==> src/rtl/fpba_pkg.sv <==
`timescale 1ns / 1ps
// Shared types and constants for the fit-policy block allocator.
// Used by every module of the block but fpba_ram; depends on nothing.
package fpba_pkg;

  // Sizing of the block table.
  localparam int MAX_BLOCKS = 16;
  localparam int SIZE_BITS  = 16;
  localparam int IDX_BITS   = $clog2(MAX_BLOCKS);
  localparam int CNT_BITS   = $clog2(MAX_BLOCKS + 1);

  // Depth of the queue between front and back.
  localparam int QUEUE_DEPTH = 2;
  localparam int QPTR_BITS   = $clog2(QUEUE_DEPTH);
  localparam int QCNT_BITS   = $clog2(QUEUE_DEPTH + 1);

  // Port widths fixed by the interface.
  localparam int PORT_IDX_BITS  = 4;
  localparam int PORT_SIZE_BITS = 16;
  localparam int PORT_CNT_BITS  = 5;
  localparam int CFG_IDX_BITS   = 2;
  localparam int CFG_DATA_BITS  = 5;

  // Configuration register indexes.
  localparam logic [CFG_IDX_BITS-1:0] CFG_FIT_MODE      = 2'd0;
  localparam logic [CFG_IDX_BITS-1:0] CFG_BLOCKS_IN_USE = 2'd1;

  // Reset value of the searched block count.
  localparam logic [PORT_CNT_BITS-1:0] BLOCKS_RESET = 5'd16;

  // Allocation policies.
  typedef enum logic [1:0] {
    FIT_FIRST = 2'd0,
    FIT_NEXT  = 2'd1,
    FIT_BEST  = 2'd2,
    FIT_WORST = 2'd3
  } fit_mode_t;

  // Item classes decided by the front.
  typedef enum logic [1:0] {
    OP_LOAD     = 2'd0,
    OP_LOAD_BAD = 2'd1,
    OP_ALLOC    = 2'd2
  } op_t;

  // One classified request as it travels through the queue.
  typedef struct packed {
    op_t                  op;
    logic [IDX_BITS-1:0]  idx;
    logic [SIZE_BITS-1:0] size;
    logic                 last;
  } item_t;

  // Queue head as seen by the back.
  typedef struct packed {
    logic  valid;
    item_t item;
  } qhead_t;

endpackage

==> src/rtl/fpba_ram.sv <==
`timescale 1ns / 1ps
// Generic single-write, single-read RAM with a registered read port.
// Stand-alone; used for the block free-size table.
module fpba_ram #(
  parameter int WIDTH = 16,
  parameter int DEPTH = 16
) (
  input  logic                     clk,
  input  logic                     we,
  input  logic [$clog2(DEPTH)-1:0] waddr,
  input  logic [WIDTH-1:0]         wdata,
  input  logic [$clog2(DEPTH)-1:0] raddr,
  output logic [WIDTH-1:0]         rdata
);

  logic [WIDTH-1:0] mem [DEPTH];

  // Write port and registered read port.
  always_ff @(posedge clk) begin
    if (we) begin
      mem[waddr] <= wdata;
    end
    rdata <= mem[raddr];
  end

endmodule

==> src/rtl/fpba_front.sv <==
`timescale 1ns / 1ps
// Front end: accepts requests, classifies them and pushes them to the queue.
// Depends on fpba_pkg.
module fpba_front (
  input  logic                                 clk,
  input  logic                                 rst,
  input  logic                                 in_valid,
  output logic                                 in_ready,
  input  logic                                 action,
  input  logic [fpba_pkg::PORT_IDX_BITS-1:0]   block_index,
  input  logic [fpba_pkg::PORT_SIZE_BITS-1:0]  size_value,
  input  logic                                 last_of_batch,
  input  logic                                 q_full,
  output logic                                 push,
  output fpba_pkg::item_t                      push_item
);

  logic            held;
  fpba_pkg::item_t item;
  fpba_pkg::item_t item_next;

  // Classify the incoming request.
  always_comb begin
    item_next.idx  = fpba_pkg::IDX_BITS'(block_index);
    item_next.size = fpba_pkg::SIZE_BITS'(size_value);
    item_next.last = last_of_batch;
    if (action) begin
      item_next.op = fpba_pkg::OP_ALLOC;
    end else if (32'(block_index) < fpba_pkg::MAX_BLOCKS) begin
      item_next.op = fpba_pkg::OP_LOAD;
    end else begin
      item_next.op = fpba_pkg::OP_LOAD_BAD;
    end
  end

  assign push      = held && !q_full;
  assign push_item = item;
  assign in_ready  = !held || !q_full;

  // Holding register between the input port and the queue.
  always_ff @(posedge clk) begin
    if (rst) begin
      held <= 1'b0;
    end else if (in_valid && in_ready) begin
      held <= 1'b1;
    end else if (push) begin
      held <= 1'b0;
    end
    if (in_valid && in_ready) begin
      item <= item_next;
    end
  end

endmodule

==> src/rtl/fpba_queue.sv <==
`timescale 1ns / 1ps
// Short FIFO of classified requests between front and back.
// Depends on fpba_pkg.
module fpba_queue (
  input  logic                  clk,
  input  logic                  rst,
  input  logic                  push,
  input  fpba_pkg::item_t       push_item,
  output logic                  full,
  input  logic                  pop,
  output fpba_pkg::qhead_t      head
);

  fpba_pkg::item_t                  slots [fpba_pkg::QUEUE_DEPTH];
  logic [fpba_pkg::QPTR_BITS-1:0]   wr_ptr;
  logic [fpba_pkg::QPTR_BITS-1:0]   rd_ptr;
  logic [fpba_pkg::QCNT_BITS-1:0]   fill;

  assign full       = fill == fpba_pkg::QCNT_BITS'(fpba_pkg::QUEUE_DEPTH);
  assign head.valid = fill != '0;
  assign head.item  = slots[rd_ptr];

  // Pointers wrap at the queue depth.
  function automatic logic [fpba_pkg::QPTR_BITS-1:0] ptr_inc(
    input logic [fpba_pkg::QPTR_BITS-1:0] p
  );
    if (32'(p) == fpba_pkg::QUEUE_DEPTH - 1) begin
      return '0;
    end
    return p + 1'b1;
  endfunction

  // Storage, pointers and fill count.
  always_ff @(posedge clk) begin
    if (rst) begin
      wr_ptr <= '0;
      rd_ptr <= '0;
      fill   <= '0;
    end else begin
      if (push) begin
        wr_ptr <= ptr_inc(wr_ptr);
      end
      if (pop) begin
        rd_ptr <= ptr_inc(rd_ptr);
      end
      if (push && !pop) begin
        fill <= fill + 1'b1;
      end else if (pop && !push) begin
        fill <= fill - 1'b1;
      end
    end
    if (push) begin
      slots[wr_ptr] <= push_item;
    end
  end

endmodule

==> src/rtl/fpba_back.sv <==
`timescale 1ns / 1ps
// Back end: carries out loads and allocations against the free-size table.
// Depends on fpba_pkg and fpba_ram.
module fpba_back (
  input  logic                              clk,
  input  logic                              rst,
  input  fpba_pkg::fit_mode_t               fit_mode,
  input  logic [fpba_pkg::CNT_BITS-1:0]     search_count,
  input  fpba_pkg::qhead_t                  head,
  output logic                              pop,
  output logic                              res_valid,
  input  logic                              res_ready,
  output logic                              res_granted,
  output logic [fpba_pkg::IDX_BITS-1:0]     res_block,
  output logic [fpba_pkg::SIZE_BITS-1:0]    res_size
);

  typedef enum logic [2:0] {
    ST_IDLE  = 3'b001,
    ST_SCAN  = 3'b010,
    ST_WRITE = 3'b100
  } state_t;

  state_t                           state;
  fpba_pkg::item_t                  cur;
  logic [fpba_pkg::IDX_BITS-1:0]    cur_j;
  logic [fpba_pkg::CNT_BITS-1:0]    scan_k;
  logic                             found;
  logic [fpba_pkg::IDX_BITS-1:0]    pick;
  logic [fpba_pkg::SIZE_BITS-1:0]   pick_val;
  logic [fpba_pkg::CNT_BITS-1:0]    next_fit_start;

  logic                             ram_we;
  logic [fpba_pkg::IDX_BITS-1:0]    ram_waddr;
  logic [fpba_pkg::SIZE_BITS-1:0]   ram_wdata;
  logic [fpba_pkg::IDX_BITS-1:0]    ram_raddr;
  logic [fpba_pkg::SIZE_BITS-1:0]   ram_rdata;

  logic [fpba_pkg::IDX_BITS-1:0]    start;
  logic [fpba_pkg::CNT_BITS-1:0]    j_inc;
  logic [fpba_pkg::IDX_BITS-1:0]    j_wrap;
  logic                             fits;
  logic                             take;
  logic                             stop_early;
  logic                             last_step;
  logic [fpba_pkg::SIZE_BITS-1:0]   remain;
  logic                             res_set;

  fpba_ram #(
    .WIDTH(fpba_pkg::SIZE_BITS),
    .DEPTH(fpba_pkg::MAX_BLOCKS)
  ) u_table (
    .clk   (clk),
    .we    (ram_we),
    .waddr (ram_waddr),
    .wdata (ram_wdata),
    .raddr (ram_raddr),
    .rdata (ram_rdata)
  );

  // A new request is taken only when the result register is free or draining.
  assign pop = (state == ST_IDLE) && head.valid && (!res_valid || res_ready);

  // Next fit starts at the rotating pointer when it lies inside the count.
  always_comb begin
    if (fit_mode == fpba_pkg::FIT_NEXT && next_fit_start < search_count) begin
      start = fpba_pkg::IDX_BITS'(next_fit_start);
    end else begin
      start = '0;
    end
  end

  // Scan address steps one block per cycle and wraps at the count.
  assign j_inc  = fpba_pkg::CNT_BITS'(cur_j) + 1'b1;
  assign j_wrap = (j_inc == search_count) ? '0 : fpba_pkg::IDX_BITS'(j_inc);

  // Compare the block just read against the request and the current pick.
  assign fits       = ram_rdata >= cur.size;
  assign take       = fits && (!found ||
                      (fit_mode == fpba_pkg::FIT_BEST  && ram_rdata < pick_val) ||
                      (fit_mode == fpba_pkg::FIT_WORST && ram_rdata > pick_val));
  assign stop_early = fits && (fit_mode == fpba_pkg::FIT_FIRST ||
                               fit_mode == fpba_pkg::FIT_NEXT);
  assign last_step  = scan_k == search_count - 1'b1;
  assign remain     = pick_val - cur.size;

  // A result is produced this cycle: an immediate answer on a taken load or
  // zero-count allocation, a failed scan, or the write-back of a granted allocation.
  assign res_set = (pop && !(head.item.op == fpba_pkg::OP_ALLOC && search_count != '0)) ||
                   (state == ST_SCAN && (stop_early || last_step) && !(found || fits)) ||
                   (state == ST_WRITE);

  // Table port control.
  always_comb begin
    ram_we    = 1'b0;
    ram_waddr = head.item.idx;
    ram_wdata = head.item.size;
    ram_raddr = start;
    case (state)
      ST_IDLE: begin
        ram_we = pop && head.item.op == fpba_pkg::OP_LOAD;
      end
      ST_SCAN: begin
        ram_raddr = j_wrap;
      end
      ST_WRITE: begin
        ram_we    = 1'b1;
        ram_waddr = pick;
        ram_wdata = remain;
      end
      default: begin
        ram_we = 1'b0;
      end
    endcase
  end

  // Sequencer, result register and next fit pointer.
  always_ff @(posedge clk) begin
    if (rst) begin
      state          <= ST_IDLE;
      res_valid      <= 1'b0;
      found          <= 1'b0;
      next_fit_start <= '0;
    end else begin
      if (res_set) begin
        res_valid <= 1'b1;
      end else if (res_valid && res_ready) begin
        res_valid <= 1'b0;
      end
      case (state)
        ST_IDLE: begin
          if (pop) begin
            cur <= head.item;
            case (head.item.op)
              fpba_pkg::OP_LOAD: begin
                res_granted <= 1'b1;
                res_block   <= head.item.idx;
                res_size    <= head.item.size;
                if (head.item.last) begin
                  next_fit_start <= '0;
                end
              end
              fpba_pkg::OP_ALLOC: begin
                if (search_count == '0) begin
                  res_granted <= 1'b0;
                  res_block   <= '0;
                  res_size    <= '0;
                  if (head.item.last) begin
                    next_fit_start <= '0;
                  end
                end else begin
                  state  <= ST_SCAN;
                  cur_j  <= start;
                  scan_k <= '0;
                  found  <= 1'b0;
                end
              end
              default: begin
                res_granted <= 1'b0;
                res_block   <= '0;
                res_size    <= '0;
                if (head.item.last) begin
                  next_fit_start <= '0;
                end
              end
            endcase
          end
        end
        ST_SCAN: begin
          if (take) begin
            found    <= 1'b1;
            pick     <= cur_j;
            pick_val <= ram_rdata;
          end
          if (stop_early || last_step) begin
            if (found || fits) begin
              state <= ST_WRITE;
            end else begin
              state       <= ST_IDLE;
              res_granted <= 1'b0;
              res_block   <= '0;
              res_size    <= '0;
              if (cur.last) begin
                next_fit_start <= '0;
              end
            end
          end else begin
            cur_j  <= j_wrap;
            scan_k <= scan_k + 1'b1;
          end
        end
        ST_WRITE: begin
          state       <= ST_IDLE;
          res_granted <= 1'b1;
          res_block   <= pick;
          res_size    <= remain;
          if (cur.last) begin
            next_fit_start <= '0;
          end else if (fit_mode == fpba_pkg::FIT_NEXT) begin
            next_fit_start <= fpba_pkg::CNT_BITS'(pick) + 1'b1;
          end
        end
        default: begin
          state <= ST_IDLE;
        end
      endcase
    end
  end

`ifndef NO_ASSERTIONS
  // A result is never written over one that has not been taken.
  assert property (@(posedge clk) disable iff (rst)
    (state == ST_WRITE) |-> (!res_valid || res_ready))
    else $error("result register overwritten");

  // The scan never runs past the searched block count.
  assert property (@(posedge clk) disable iff (rst)
    (state == ST_SCAN) |-> (scan_k < search_count))
    else $error("scan ran past the block count");

  // Every write-back returns to idle with a granted result.
  assert property (@(posedge clk) disable iff (rst)
    (state == ST_WRITE) |=> (state == ST_IDLE && res_valid && res_granted))
    else $error("write-back did not produce a grant");

  // The queue is only drained while idle.
  assert property (@(posedge clk) disable iff (rst)
    pop |-> (state == ST_IDLE && head.valid))
    else $error("request taken outside idle");
`endif

endmodule

==> src/rtl/fit_policy_block_allocator_core.sv <==
`timescale 1ns / 1ps
// Top level of the fit-policy block allocator: configuration registers and
// the front, queue and back. Depends on fpba_pkg and all fpba_* modules.
//
// Usage:
//   The input channel (in_valid/in_ready) carries one request per transfer:
//   action 0 loads block_index with free size size_value, action 1 allocates
//   size_value bytes from a block chosen by fit_mode. last_of_batch clears
//   the next fit pointer once the request is done.
//   The output channel (out_valid/out_ready) returns exactly one result per
//   request: granted, chosen_block and remaining_size, in request order.
//   The configuration channel (cfg_valid/cfg_ready, cfg_index, cfg_data) is
//   always ready; index 0 sets fit_mode, index 1 sets blocks_in_use. Write it
//   only while no request is in flight.
//   A load, or an allocation while the block count is zero, is answered
//   directly when it is taken from the queue; any other allocation scans
//   up to blocks_in_use blocks, capped at 16, and a granted one then writes
//   back the chosen block. A request is taken from the queue only once the
//   one before it is done; the scan reads one table entry per cycle.
//   A stalled receiver holds the result; up to three further requests are
//   still accepted into the input register and queue before in_ready drops.
//   Reset clears the pointer and sets best fit over 16 blocks; the free-size
//   table holds no defined value until each block is loaded.
module fit_policy_block_allocator_core (
  input  logic                                  clk,
  input  logic                                  rst,
  input  logic                                  in_valid,
  output logic                                  in_ready,
  input  logic                                  action,
  input  logic [fpba_pkg::PORT_IDX_BITS-1:0]    block_index,
  input  logic [fpba_pkg::PORT_SIZE_BITS-1:0]   size_value,
  input  logic                                  last_of_batch,
  output logic                                  out_valid,
  input  logic                                  out_ready,
  output logic                                  granted,
  output logic [fpba_pkg::PORT_IDX_BITS-1:0]    chosen_block,
  output logic [fpba_pkg::PORT_SIZE_BITS-1:0]   remaining_size,
  input  logic                                  cfg_valid,
  output logic                                  cfg_ready,
  input  logic [fpba_pkg::CFG_IDX_BITS-1:0]     cfg_index,
  input  logic [fpba_pkg::CFG_DATA_BITS-1:0]    cfg_data
);

  fpba_pkg::fit_mode_t                  fit_mode;
  logic [fpba_pkg::PORT_CNT_BITS-1:0]   blocks_in_use;
  logic [fpba_pkg::CNT_BITS-1:0]        search_count;

  logic                                 q_full;
  logic                                 push;
  fpba_pkg::item_t                      push_item;
  logic                                 pop;
  fpba_pkg::qhead_t                     head;
  logic [fpba_pkg::IDX_BITS-1:0]        res_block;
  logic [fpba_pkg::SIZE_BITS-1:0]       res_size;

  assign cfg_ready = 1'b1;

  // Configuration registers.
  always_ff @(posedge clk) begin
    if (rst) begin
      fit_mode      <= fpba_pkg::FIT_BEST;
      blocks_in_use <= fpba_pkg::BLOCKS_RESET;
    end else if (cfg_valid && cfg_ready) begin
      case (cfg_index)
        fpba_pkg::CFG_FIT_MODE: begin
          fit_mode <= fpba_pkg::fit_mode_t'(cfg_data[1:0]);
        end
        fpba_pkg::CFG_BLOCKS_IN_USE: begin
          blocks_in_use <= cfg_data;
        end
        default: begin
          fit_mode <= fit_mode;
        end
      endcase
    end
  end

  // The searched count saturates at the table size.
  always_comb begin
    if (32'(blocks_in_use) > fpba_pkg::MAX_BLOCKS) begin
      search_count = fpba_pkg::CNT_BITS'(fpba_pkg::MAX_BLOCKS);
    end else begin
      search_count = fpba_pkg::CNT_BITS'(blocks_in_use);
    end
  end

  fpba_front u_front (
    .clk           (clk),
    .rst           (rst),
    .in_valid      (in_valid),
    .in_ready      (in_ready),
    .action        (action),
    .block_index   (block_index),
    .size_value    (size_value),
    .last_of_batch (last_of_batch),
    .q_full        (q_full),
    .push          (push),
    .push_item     (push_item)
  );

  fpba_queue u_queue (
    .clk       (clk),
    .rst       (rst),
    .push      (push),
    .push_item (push_item),
    .full      (q_full),
    .pop       (pop),
    .head      (head)
  );

  fpba_back u_back (
    .clk          (clk),
    .rst          (rst),
    .fit_mode     (fit_mode),
    .search_count (search_count),
    .head         (head),
    .pop          (pop),
    .res_valid    (out_valid),
    .res_ready    (out_ready),
    .res_granted  (granted),
    .res_block    (res_block),
    .res_size     (res_size)
  );

  // Result fields at port widths.
  assign chosen_block   = fpba_pkg::PORT_IDX_BITS'(res_block);
  assign remaining_size = fpba_pkg::PORT_SIZE_BITS'(res_size);

endmodule

==> config.mk <==
export PLATFORM = sky130hd
export DESIGN_NAME = fit_policy_block_allocator_core
export DESIGN_NICKNAME = d
export VERILOG_FILES = /design/src/rtl/fpba_pkg.sv /design/src/rtl/fpba_ram.sv /design/src/rtl/fpba_front.sv /design/src/rtl/fpba_queue.sv /design/src/rtl/fpba_back.sv /design/src/rtl/fit_policy_block_allocator_core.sv
export SDC_FILE = /design/constraint.sdc
export NUM_CORES = 1
export LEC_CHECK = 0
export CAP_MARGIN = 20
export CELL_PAD_IN_SITES_DETAIL_PLACEMENT = 2
export CELL_PAD_IN_SITES_GLOBAL_PLACEMENT = 2
export CORE_MARGIN = 5
export CORE_UTILIZATION = 52
export DETAILED_ROUTE_END_ITERATION = 12
export DONT_BUFFER_PORTS = 1
export PLACE_DENSITY_LB_ADDON = 0.1
export SETUP_SLACK_MARGIN = 0.3
export SYNTH_ARGS = -nofsm -noshare
export SYNTH_HDL_FRONTEND = slang
export SYNTH_HIERARCHICAL = 1
export SYNTH_SLANG_ARGS = --single-unit
==> constraint.sdc <==
create_clock -name clk -period 6.6 [get_ports clk]
set_input_delay 0.33 -clock clk [delete_from_list [all_inputs] [get_ports clk]]
set_output_delay 0.33 -clock clk [all_outputs]
set_load 0.02 [all_outputs]
; ---- Word-level counts from Yosys, hierarchy flattened
; Memory sizes are Yosys's and may differ from the RTL's. A register that Yosys moved wholly into a read port is not among the register bits.
; Index checks and enable logic that the tools add are counted.
[word_totals]
reg_bits = 112
ramBits = 302
in_bits = 34
out_inout_bits = 24
wordCells = 194
memories = 2
[mem_list]
columns = memory, words, word_bits, read_ports, rd_clocked_by_memory_dff, wr, line_no
row1 = u_back.u_table.mem, 16, 16, 1, 1, 1, fpba_ram.sv:16  ; logic [WIDTH-1:0] mem [DEPTH];
row2 = u_queue.slots, 2, 23, 1, 1, 1, fpba_queue.sv:14  ; fpba_pkg::item_t slots [fpba_pkg::QUEUE_DEPTH];
[op_classes]
addsub = 9
magnitude_cmp = 5
n_eq_ne = 21
muxes = 79
bitwise = 1
reduce_logical = 54
[ops]
columns = op, count
row1 = 2-to-1 mux 16 bit, 5
row2 = 2-to-1 mux 5 bit, 14
row3 = 2-to-1 mux 4 bit, 12
row4 = one-hot mux 16 bit (3 select lines), 1
row5 = one-hot mux 16 bit (2 select lines), 1
row6 = 2-to-1 mux 1 bit, 28
row7 = logical AND 1 bit, 17
row8 = >= comparator 16 bit, 1
row9 = greater-than comparator 16 bit, 1
row10 = < comparator 16 bit, 1
row11 = one-hot mux 4 bit (2 select lines), 2
row12 = subtractor 16 bit, 1
row13 = 2-to-1 mux 3 bit, 5
row14 = one-hot mux 5 bit (3 select lines), 1
row15 = one-hot mux 4 bit (3 select lines), 1
row16 = AND reduction 6 bit, 2
row17 = adder 4 x 1 -> 5 bit (second input constant), 2
row18 = equality test 5 bit, 2
row19 = inequality test 2 bit (second input constant), 5
row20 = one-hot mux 5 bit (2 select lines), 1
row21 = nonzero test 2 bit, 5
row22 = logical OR 1 bit, 9
row23 = equality test 2 bit (second input constant), 4
row24 = logical NOT 1 bit, 8
row25 = 28 further kinds, 40

; ---- Depth between registers and ports, before layout
; Gate-level depths: netlist (run 1).
[depth]
word_depth = 10
mapped_depth = 13
mapped_depth_nobuf = 11

; ---- Modules after synthesis
; The synthesis (run 1) kept the hierarchy.
[modules_own_cells]
columns = mod, instances, cells_per_inst, area_each_um2, seq_area_each_um2
row1 = fpba_ram, 1, 432, 10043.4, 8007.7
row2 = fpba_back, 1, 503, 5062.4, 2212.1
row3 = fpba_queue, 1, 93, 1865.5, 1481.4
row4 = fpba_front, 1, 30, 719.4, 680.7
row5 = fit_policy_block_allocator_core, 1, 38, 359.1, 140.1

; ---- Least setup slack after synthesis (run 1)
; OpenSTA, ideal clock, no wires.
[synth_timing]
path_type = flip-flop to flip-flop
start = reg blocks_in_use[4] in the netlist's numbering
end = reg u_back/res_block[0] in the netlist's numbering, enable pin
setup_time_ps = 406
arrival_time_ps = 3268
required_time_ps = 6194
path_slack_ps = 2926
stages_incl_launch_ff = 11
n_path_buf = 1
synth_period_minus_slack_ps = 3674
cell_sequence = dfxtp_1 > nor2b_1 > inv_1 > ha_1 > nor3b_1 > xnor2_1 > nand3_1 > a211o_1 > or4_4 > buf_6 > a21oi_1
[synth_via]
elab_chain_cells = 7
elab_cells_between_ends = 9
classes_between = add/sub: 1 / order compare: 1 / eq/ne: 3 / mux: 1 / reduce/logical: 3
[synth_lines]
columns = element, line_no
row1 = start: declaration, fit_policy_block_allocator_core.sv:45  ; logic [fpba_pkg::PORT_CNT_BITS-1:0] blocks_in_use;
row2 = start signal: assignment, fit_policy_block_allocator_core.sv:62  ; blocks_in_use <= fpba_pkg::BLOCKS_RESET;
row3 = start signal: assignment, fit_policy_block_allocator_core.sv:69  ; blocks_in_use <= cfg_data;
row4 = greater-than comparator 5 bit (*), fit_policy_block_allocator_core.sv:80  ; if (32'(blocks_in_use) > fpba_pkg::MAX_BLOCKS) begin
row5 = 2-to-1 mux 5 bit (*), fit_policy_block_allocator_core.sv:80
row6 = "named net search_count, one bit", fit_policy_block_allocator_core.sv:46  ; logic [fpba_pkg::CNT_BITS-1:0] search_count;
row7 = subtractor 5 x 1 -> 5 bit, fpba_back.sv:84  ; assign last_step = scan_k == search_count - 1'b1;
row8 = equality test 5 bit, fpba_back.sv:84
row9 = logical OR 1 bit, fpba_back.sv:175  ; if (stop_early || last_step) begin
row10 = inequality test 2 bit (no source line), --
row11 = AND reduction 6 bit (no source line) (*), --
row12 = end signal: assignment, fpba_back.sv:137  ; res_block <= head.item.idx;
row13 = end signal: assignment, fpba_back.sv:195  ; res_block <= pick;
row14 = end: declaration, fpba_back.sv:14  ; output logic [fpba_pkg::IDX_BITS-1:0] res_block,
; The timed path passes the listed nets; every way through them passes the cells marked *.
; A chain may end at the register's enable or synchronous reset.

; ---- Final worst setup path (run 1)
[layout_timing]
start = reg blocks_in_use[4] in the netlist's numbering
end = reg u_back.u_table.rdata[5] (read register of u_back.u_table.mem)
[layout_via]
elab_chain_cells = 6
elab_cells_between_ends = 8
classes_between = order compare: 2 / eq/ne: 1 / mux: 4 / reduce/logical: 1
[layout_lines]
columns = element, line_no
row1 = greater-than comparator 5 bit (*), fit_policy_block_allocator_core.sv:80
row2 = 2-to-1 mux 5 bit (*), fit_policy_block_allocator_core.sv:80
row3 = "named net search_count, one bit", fit_policy_block_allocator_core.sv:46
row4 = < comparator 5 bit, fpba_back.sv:66  ; if (fit_mode == fpba_pkg::FIT_NEXT && next_fit_start < search_count) begin
row5 = logical AND 1 bit, fpba_back.sv:66
row6 = 2-to-1 mux 4 bit, fpba_back.sv:66
row7 = 2-to-1 mux 4 bit (*), fpba_back.sv:99  ; case (state)
row8 = "named net u_back.ram_raddr, one bit", fpba_back.sv:36  ; logic [fpba_pkg::IDX_BITS-1:0] ram_raddr;
row9 = end: declaration, fpba_ram.sv:13  ; output logic [WIDTH-1:0] rdata
; Marks and branches as above.

==> metrics.cfg, run 1 <==
[placed_design]
place_congestion=0.822
dp_hpwl_um=35200
port_buffers=0
post_dp_cell_area_sq_um=18700

[route]
wl_per_cell_um=37.1
route.detailed.drc=0
wirelength_um=61500
drt_pass1_iterations=5
vias_per_cell=6.59
antenna_left=0
num_vias=10910
drt_iter0_drc=1198

[yosys]
avgSynthCellArea_sq_um=16.5
synth_xor_area_frac=0.0150
synthTopCellsByCount=391 x edfxtp_1, 81 x nand2_1, 56 x ha_1
dominantRegCellSynth=edfxtp_1
synth-adder-area-share=0.0399
syn_area_sq_um=18000
synth_compound_area_frac=0.0623
seq_area_frac_synth=0.694
ys_ff_latch=430
synth_top_area_cell=edfxtp_1
postSynth.asyncResetShare=0
synth_cell_types=70
synth_enable_flop_cells=391
synth_warnings=6
synth.most_common_cell=edfxtp_1
yosysTopAreaCellShare=0.650
synthCells=1096
synthSimpleGateAreaFrac=0.0626
muxShareOfSynthArea=0.103
synth_nets=1187
synth_area_leaders=edfxtp_1 65%, mux4_2 6.7%, dfxtp_1 4.3%
synth_top_family_by_area=multiplexers

[timing]
final.min_clock_period_ps=4380
fin_tns_setup_ps=0
fin_crit_sh=0.664
hold_violations=0
holdWs_ps=54.3
clock_skew_ps=21.8
worst_slew_pin_slew_ps=1150
finalMaxSlewViolations=0
max_freq_ghz=0.228
rsz0062_at_grt=false
max_slew_margin=0.228
setup_viol=0

[pwr]
cellInternalPower_mw=5.01
clockPowerShare=0.367
p_seq_frac=0.486
peakVddDrop_uv=277
switchingPower_mw=1.99
swShare=0.284
p_comb_frac=0.147
leakagePower_nw=7.09
power_density_nw_per_um2=341

[floorplan]
die-area_sq_um=38500
initial_utilization=0.525
core_sq_um=34400
num_rows=68
dieHeight_um=196
io_pins=58
die_w_um=196

[clocking]
clock_latency_ps=580
clock_path_buffers=3
cts_tree=done
cts.clk_slew.worst_paths_ps=70
cts_sinks=430
cts_buffers=45
h-tree-depth=2
cts-root-buf=clkbuf_16
cts-resized-gates=0

[global_routing]
grt_use_total=0.319
overflow=0
grt_pass1_vias=11748
grt_first_pass_wirelength_um=87100
grt_max_degree=66
antenna_found_initial=1

[critical_path]
critical_path_class=flop to flop
slowest_delay_ps=710
r2r_start=blocks_in_use[4]
crit_path_frequent_cell=a21o_1
crit_path_end=u_back/u_table/rdata[5]
r2r-end=u_back/u_table/rdata[5]
cp_max_fo=37
crit_required_ps=7040
critical-path-slowest-cell=a211oi_1
worst-r2r-cell-count=12
cp-startpoint=blocks_in_use[4]
start_kind=flop
r2r_setup_slack_ps=2220
worstPathArrival_ps=4820
end_kind=flop
crit_chain=nor2b_1 -> inv_1 -> ha_1 -> a21o_1 -> a21o_1 -> a21o_1 -> a211oi_1 -> o2bb2ai_4 -> buf_12 -> mux4_2 -> a22oi_1 -> nand2_1

[cells_and_area]
multi_input_area_sq_um=5220
nets=1257
design_area_sq_um=20500
final_util=0.597
seq_area_sq_um=12500
fillers=2820
n_antenna_cell=0
area_growth_pct=13.7
drive_gt1_frac=0.179

[min_path]
holdPathStages=3
hold_class=input port to flop

[run_status]
status=finished, final reports clean

[job]
drv_cap=0

==> power groups by stage <==
stage	logic [mW]	clock network (mW)	registers (mW)
after CTS	0.977	2.56	3.39
after global routing	1.07	2.73	3.40
after floorplan	0.560	0	3.41
after detailed placement	0.925	0	3.44
after global placement	0.851	0	3.42
final	1.03	2.57	3.40
==> flip-flops by register name, summed over array words and instances, names as in the netlist, 5 cells and up, named ones only <==
name                   flops
u_front/push_item         22
u_back/u_table/mem       256
blocks_in_use              5
u_back/pick_val           16
u_back/u_table/rdata      16
u_back/next_fit_start      5
u_back/res_size           16
u_back/cur                17
u_back/scan_k              5
u_queue/slots             46
==> layout by cell type (no fill, tap or decap), types with 8 or more instances in the layout <==
master and count:
edfxtp_1 391, nand2_1 81, ha_1 56, mux4_2 54, inv_1 47, clkbuf_16 46, dfxtp_1 39, nor2_1 32
dlygate4sd3_1 32, a22oi_1 32, buf_4 29, a21oi_1 28, mux2_2 27, nand2b_1 21, o21ai_0 21, xnor2_1 17
nand3_1 17, a21o_1 16, xor2_1 14, nor2_2 13, clkbuf_1 11, nor2b_1 10, mux4_1 10, mux2i_1 8
clkinv_2 8
==> repair_timing <==
item,in CTS,in global routing
hold endpoints to repair,37,0
hold buffers,32,0
buffers inserted,0,0
==> stage by stage <==
stage	worst slack, ps	std cells	power [mW]
after global routing	1910	1656	7.21
after detailed placement	2290	1539	4.37
after CTS	2200	1653	6.93
final	2220	1656	7.00
after global placement	2540	1539	4.28
after floorplan	2930	1096	3.97
==> worst max-delay path, delay by kind of cell, from the launching register on <==
kind,cells,cell delay [ps]
AO/OA/AOI/OAI,6,2060
adder cells (fa/ha/maj),1,320
buffers and inverters,2,480
flip-flops,1,400
multiplexers,1,560
AND/OR/NAND/NOR,2,360
==> per-layer routing <==
| metal | part of all wire | up-vias | GRT usage |
|---|---|---|---|
| li1 | - | 4417 | - |
| met1 | 0.38 | 5732 | 0.402 |
| met2 | 0.50 | 601 | 0.543 |
| met3 | 0.070 | 158 | 0.0644 |
| met4 | 0.047 | 2 | 0.135 |
| met5 | 0.00023 | - | 0 |
==> worst min-delay path by stage <==
stage / endpoint / start / slack [ps]
2_1_floorplan: u_back/res_valid / rst / 400
3_3_place_gp: u_queue/fill[1] / rst / 400
3_5_place_dp: u_queue/fill[1] / rst / 410
4_1_cts: u_back/state[2] / rst / 10
5_1_grt: u_back/state[2] / rst / 40
6_report: u_back/state[2] / rst / 50
==> cell families (layout without fill, tap and decap cells) <==
logic type | Yosys count | count (layout)
other cells | 2 | 2
simple gates | 229 | 229
fa+ha+maj | 57 | 57
compound gates | 159 | 159
buf+inv | 89 | 194
xor+xnor | 31 | 31
mux | 99 | 99
flops | 430 | 430
==> cell type report <==
type                       count  area share
multi-input combinational    577       0.254
timing repair buffer          65      0.0289
tap                          455      0.0277
inverter                      47     0.00860
clock buffer                  64      0.0628
sequential                   430       0.610
clock inverter                18     0.00750
(Power assumes the default switching activity.)
==> inputs of run 2 (changes only) <==
--- a/config.mk
+++ b/config.mk
@@ -9,7 +9,7 @@
 export CELL_PAD_IN_SITES_DETAIL_PLACEMENT = 2
 export CELL_PAD_IN_SITES_GLOBAL_PLACEMENT = 2
 export CORE_MARGIN = 5
-export CORE_UTILIZATION = 52
+export CORE_UTILIZATION = 48
 export DETAILED_ROUTE_END_ITERATION = 12
 export DONT_BUFFER_PORTS = 1
 export PLACE_DENSITY_LB_ADDON = 0.1
==> constraint.sdc (replaced) <==
create_clock -name clk -period 4.2 [get_ports clk]
set_input_delay 0.21 -clock clk [delete_from_list [all_inputs] [get_ports clk]]
set_output_delay 0.21 -clock clk [all_outputs]
set_load 0.02 [all_outputs]
==> run 2 against run 1 <==
Compared with the run above: clock skew barely moved; register-to-register slack got worse by 1700 ps; sequential power rose by 57%; largest cell class unchanged; highest routed layer is now met4.
==> metrics.cfg, run 2 (synthesis gave the netlist of run 1 again) <==
[critical_path]
r2r_setup_slack_ps=480
slowest_delay_ps=600
crit_path_frequent_cell=nand2_1
start_kind=flop
path_delay_family=compound AO/OA/AOI/OAI gates
worstPathArrival_ps=4160
r2r-end=u_back/u_table/rdata[1]
r2r_start=u_back/cur_j[0]
worst-r2r-cell-count=11
critical-path-slowest-cell=mux4_1
critical_path_class=flop to flop
crit_required_ps=4640
critPathBufInv=1
crit_chain=ha_1 -> and3b_1 -> nor3_1 -> a211oi_1 -> o2111ai_1 -> nand2_1 -> o2bb2ai_4 -> buf_12 -> mux4_1 -> a22oi_1 -> nand2_1
cp_max_fo=12
end_kind=flop

[timing]
clock_skew_ps=21.7
worst_slew_pin_slew_ps=967
fin_crit_sh=0.886
max_slew_margin=0.353
final.min_clock_period_ps=3720
fin_tns_setup_ps=0
max_freq_ghz=0.269
rsz0062_at_grt=false
setup_viol=0
layout_setup_ws_ps=480
hold_violations=0
finalMaxSlewViolations=0

[floorplan]
die-area_sq_um=41600
io_pins=58
num_rows=71
initial_utilization=0.483
die_w_um=204
dieHeight_um=204
core_sq_um=37400

[clocking]
cts_buffers=45
clock_latency_ps=580
cts_tree=done
cts_sinks=430
cts.clk_slew.worst_paths_ps=60
cts-root-buf=clkbuf_16
h-tree-depth=2
clock_path_buffers=3

[min_path]
min_to=u_back/cur[2]
hold_class=input port to flop
holdPathStages=2
hp-start=rst

[route]
num_vias=10335
wl_per_cell_um=30.7
drt_iter0_drc=896
route.detailed.drc=0
vias_per_cell=5.99
wirelength_um=52900
antenna_left=0
drt_pass1_iterations=5

[global_routing]
grt_first_pass_wirelength_um=78200
grt_use_total=0.260
top_usage_layer=met2
overflow=0
grtUsageMet3=0.0398
grt_pass1_vias=11481
use_met2=0.449
grt_util_met1=0.344
antenna_found_initial=0
grt_max_degree=29

[cells_and_area]
largest_register_ffs=256
nets=1270
most-common-layout-cells=391 x edfxtp_1, 81 x nand2_1, 56 x ha_1
n_antenna_cell=0
area_growth_pct=15.8
design_area_sq_um=20900
drive_gt1_frac=0.185
fillers=3270
final_common_cell=edfxtp_1
regMostFlops=u_back/u_table/mem

[pwr]
peakVddDrop_uv=403
leakagePower_nw=7.20
power_density_nw_per_um2=518
totalPowerFinal_mw=10.8

[placed_design]
dp_hpwl_um=33900
place_ws_ps=457
port_buffers=0
post_dp_cell_area_sq_um=19100
place_congestion=0.804

[job]
drv_cap=0

[run_status]
status=finished, final reports clean

run 2: cell type report:
type	instances	area, sq um	share of cell area
clock buffers	60	1200	0.0575
well taps	511	639	0.0306
clock inverters	22	244	0.0117
multi-input cells	577	5220	0.250
flip-flops and latches	430	12500	0.599
repair buffers	78	891	0.0426
inverters	47	176	0.00844
run 2: timing repair:
item,CTS,global route
hold endpoints to repair,40,0
resized for setup,0,1
setup endpoints to repair,0,2
hold buffers,34,0
setup buffers,0,0
run 2: worst max-delay path by stage:
stage | start | to | slack, ps | cells past startpoint
after floorplan | blocks_in_use[4] | u_back/res_block[0] | 530 | 10
after global placement | blocks_in_use[4] | u_back/u_table/rdata[1] | 670 | 12
after detailed placement | blocks_in_use[4] | u_back/u_table/rdata[1] | 460 | 12
after CTS | blocks_in_use[4] | u_back/u_table/rdata[1] | 440 | 12
after global routing | u_back/pick_val[0] | u_back/u_table/mem[10][14] | 300 | 10
final | u_back/cur_j[0] | u_back/u_table/rdata[1] | 480 | 11
run 2: routing by layer:
layer  part of all wire  vias to the layer above
li1                   -                     4453
met1               0.41                     5474
met2               0.51                      343
met3              0.053                       65
met4              0.022                        0
met5                  0                        -
run 2: worst register-to-register path: stages, from the launching register on:
cell and delay, ps:
edfxtp_1 490, ha_1 310, and3b_1 210, nor3_1 170
a211oi_1 70, o2111ai_1 300, nand2_1 190, o2bb2ai_4 570
buf_12 270, mux4_1 610, a22oi_1 280, nand2_1 130
run 2: metrics by stage:
step / cells / util / hold slack (ps)
after detailed placement: 1607 / 0.510 / 288
after floorplan: 1096 / - / 279
after global placement: 1606 / 0.509 / 285
after CTS: 1723 / 0.557 / 63.3
after global routing: 1725 / 0.559 / 80.4
final: 1725 / 0.559 / 94.5
run 2: report_power, final:
group          internal [mW]  total, mW  switching [mW]
Clock                   2.32       3.98            1.66
Combinational          0.463       1.52            1.06
Sequential              5.17       5.33           0.160
==> inputs of run 3 (changes only) <==
==> constraint.sdc (replaced) <==
create_clock -name clk -period 4 [get_ports clk]
set_input_delay 0.2 -clock clk [delete_from_list [all_inputs] [get_ports clk]]
set_output_delay 0.2 -clock clk [all_outputs]
set_load 0.02 [all_outputs]
==> run 3 against run 2 <==
Compared with the run above: wire length is 1.4% higher; register-to-register slack got worse by 20 ps; maximum frequency up 4.9%; setup slack got worse by 25 ps; global-route usage fell by 0.073 points; core utilization decreased by 0.11 points; first-iteration DRC count is 13% lower; critical path type unchanged.
==> metrics.cfg, run 3 (synthesis gave the netlist of run 1 again) <==
[critical_path]
crit_path_end=u_back/res_size[2]
start_kind=flop
slowest_delay_ps=520
r2r_setup_slack_ps=460
cp-startpoint=blocks_in_use[4]
cp.depth=11
critical_path_class=flop to flop
worstPathArrival_ps=3780
critical-path-slowest-cell=or4_4
r2r_start=blocks_in_use[4]
crit_path_frequent_cell=buf_4
end_kind=flop
crit_chain=nor2b_1 -> inv_1 -> ha_1 -> nor3b_1 -> buf_4 -> xnor2_1 -> nand3_1 -> a211o_1 -> or4_4 -> a21oi_2 -> buf_4
critPathBufInv=3
path_delay_family=simple AND/OR/NAND/NOR gates
r2r-end=u_back/res_size[2]
crit_required_ps=4240
cp_max_fo=21
worst-r2r-cell-count=11

[timing]
fin_crit_sh=0.886
fin_tns_setup_ps=0
max_freq_ghz=0.282
hold_violations=0
rsz0062_at_grt=false
final.min_clock_period_ps=3540
worst_slew_pin_slew_ps=1030
setup_viol=0
clock_skew_ps=21.4
max_slew_margin=0.308
finalMaxSlewViolations=0

[route]
drt_iter0_drc=781
antenna_left=0
wl_per_cell_um=31.1
wirelength_um=53600
route.detailed.drc=0
num_vias=10378
drt_pass1_iterations=5
vias_per_cell=6.02

[clocking]
cts_sinks=430
cts_tree=done
cts-root-buf=clkbuf_16
clock_path_buffers=3
cts_buffers=46
h-tree-depth=2
clock_latency_ps=580
cts.clk_slew.worst_paths_ps=60

[cells_and_area]
final_common_cell=edfxtp_1
largest_register_ffs=256
stdcell_count=1725
most-common-layout-cells=391 x edfxtp_1, 81 x nand2_1, 56 x ha_1
regMostFlops=u_back/u_table/mem
nets=1271
drive_gt1_frac=0.189
area_growth_pct=15.6
n_antenna_cell=0

[global_routing]
grt_first_pass_wirelength_um=77800
antenna_found_initial=1
grt_pass1_vias=11454
grt_use_total=0.259
overflow=0
grt_max_degree=33

[floorplan]
dieHeight_um=204
die-area_sq_um=41600
num_rows=71
io_pins=58
initial_utilization=0.483
die_w_um=204
core_sq_um=37400

[placed_design]
place_inst=1606
port_buffers=0
place_congestion=0.782
dp_hpwl_um=33300

[run_status]
status=finished, final reports clean

[min_path]
hold_class=input port to flop

[pwr]
peakVddDrop_uv=391
power_density_nw_per_um2=548
leakagePower_nw=7.21
totalPowerFinal_mw=11.4

[job]
drv_cap=0

-- run 3: stage by stage --
| stage | instance area, sq um | utilization | setup slack (ps) | hold slack, ps |
|---|---|---|---|---|
| 2_1_floorplan | 18000 | - | 326 | 269 |
| 6_report | 20900 | 0.558 | 456 | 62.8 |
| 3_5_place_dp | 19000 | 0.507 | 268 | 278 |
| 5_1_grt | 20900 | 0.558 | 302 | 54.1 |
| 3_3_place_gp | 19000 | 0.507 | 489 | 275 |
| 4_1_cts | 20800 | 0.555 | 298 | 49.7 |
-- run 3: how the worst min path moves through the flow --
| stage | end | cells past startpoint | slack (ps) | startpoint |
|---|---|---|---|---|
| after floorplan | u_back/res_valid | 1 | 270 | rst |
| after global placement | u_queue/fill[1] | 1 | 280 | rst |
| after detailed placement | u_queue/fill[1] | 1 | 280 | rst |
| after CTS | u_back/res_granted | 2 | 50 | rst |
| after global routing | u_back/res_granted | 2 | 50 | rst |
| final | blocks_in_use[1] | 2 | 60 | cfg_valid |
-- run 3: power breakdown --
part | internal [mW] | switching, mW | total, mW
clock | 2.48 | 1.76 | 4.24
sequential | 5.42 | 0.164 | 5.59
combinational | 0.476 | 1.12 | 1.60
-- run 3: worst register-to-register path, delay by kind of cell (launching register included) --
family | cells | cell delay, ps
xor gates and xnor gates | 1 | 170
and+or+nand+nor | 4 | 1190
adders and majority gates | 1 | 270
buffers and inverters | 3 | 620
AOI/OAI and AO/OA | 2 | 550
DFF | 1 | 400
-- run 3: cell type report --
class                      count  area (sq um)
fill                        3213         16500
sequential                   430         12500
multi-input combinational    577          5230
clock buffer                  56          1220
timing repair buffer          78           823
tap                          511           639
clock inverter                26           251
inverter                      47           176
-- run 3: layer usage --
metal	vias up	wire length, um	global-route usage
met1	5511	22300	0.337
met2	334	27200	0.450
li1	4441	-	-
met3	92	2490	0.0408
met5	-	0	0
met4	0	1640	0.0834
-- run 3: repair_timing --
action / CTS / global route
setup buffers: 0 / 3
endpoints found under the setup margin: 3 / 13
gates cloned: 0 / 1
pin swaps: 0 / 1
resized for setup: 2 / 2
hold endpoints to repair: 40 / 0
hold buffers: 32 / 0
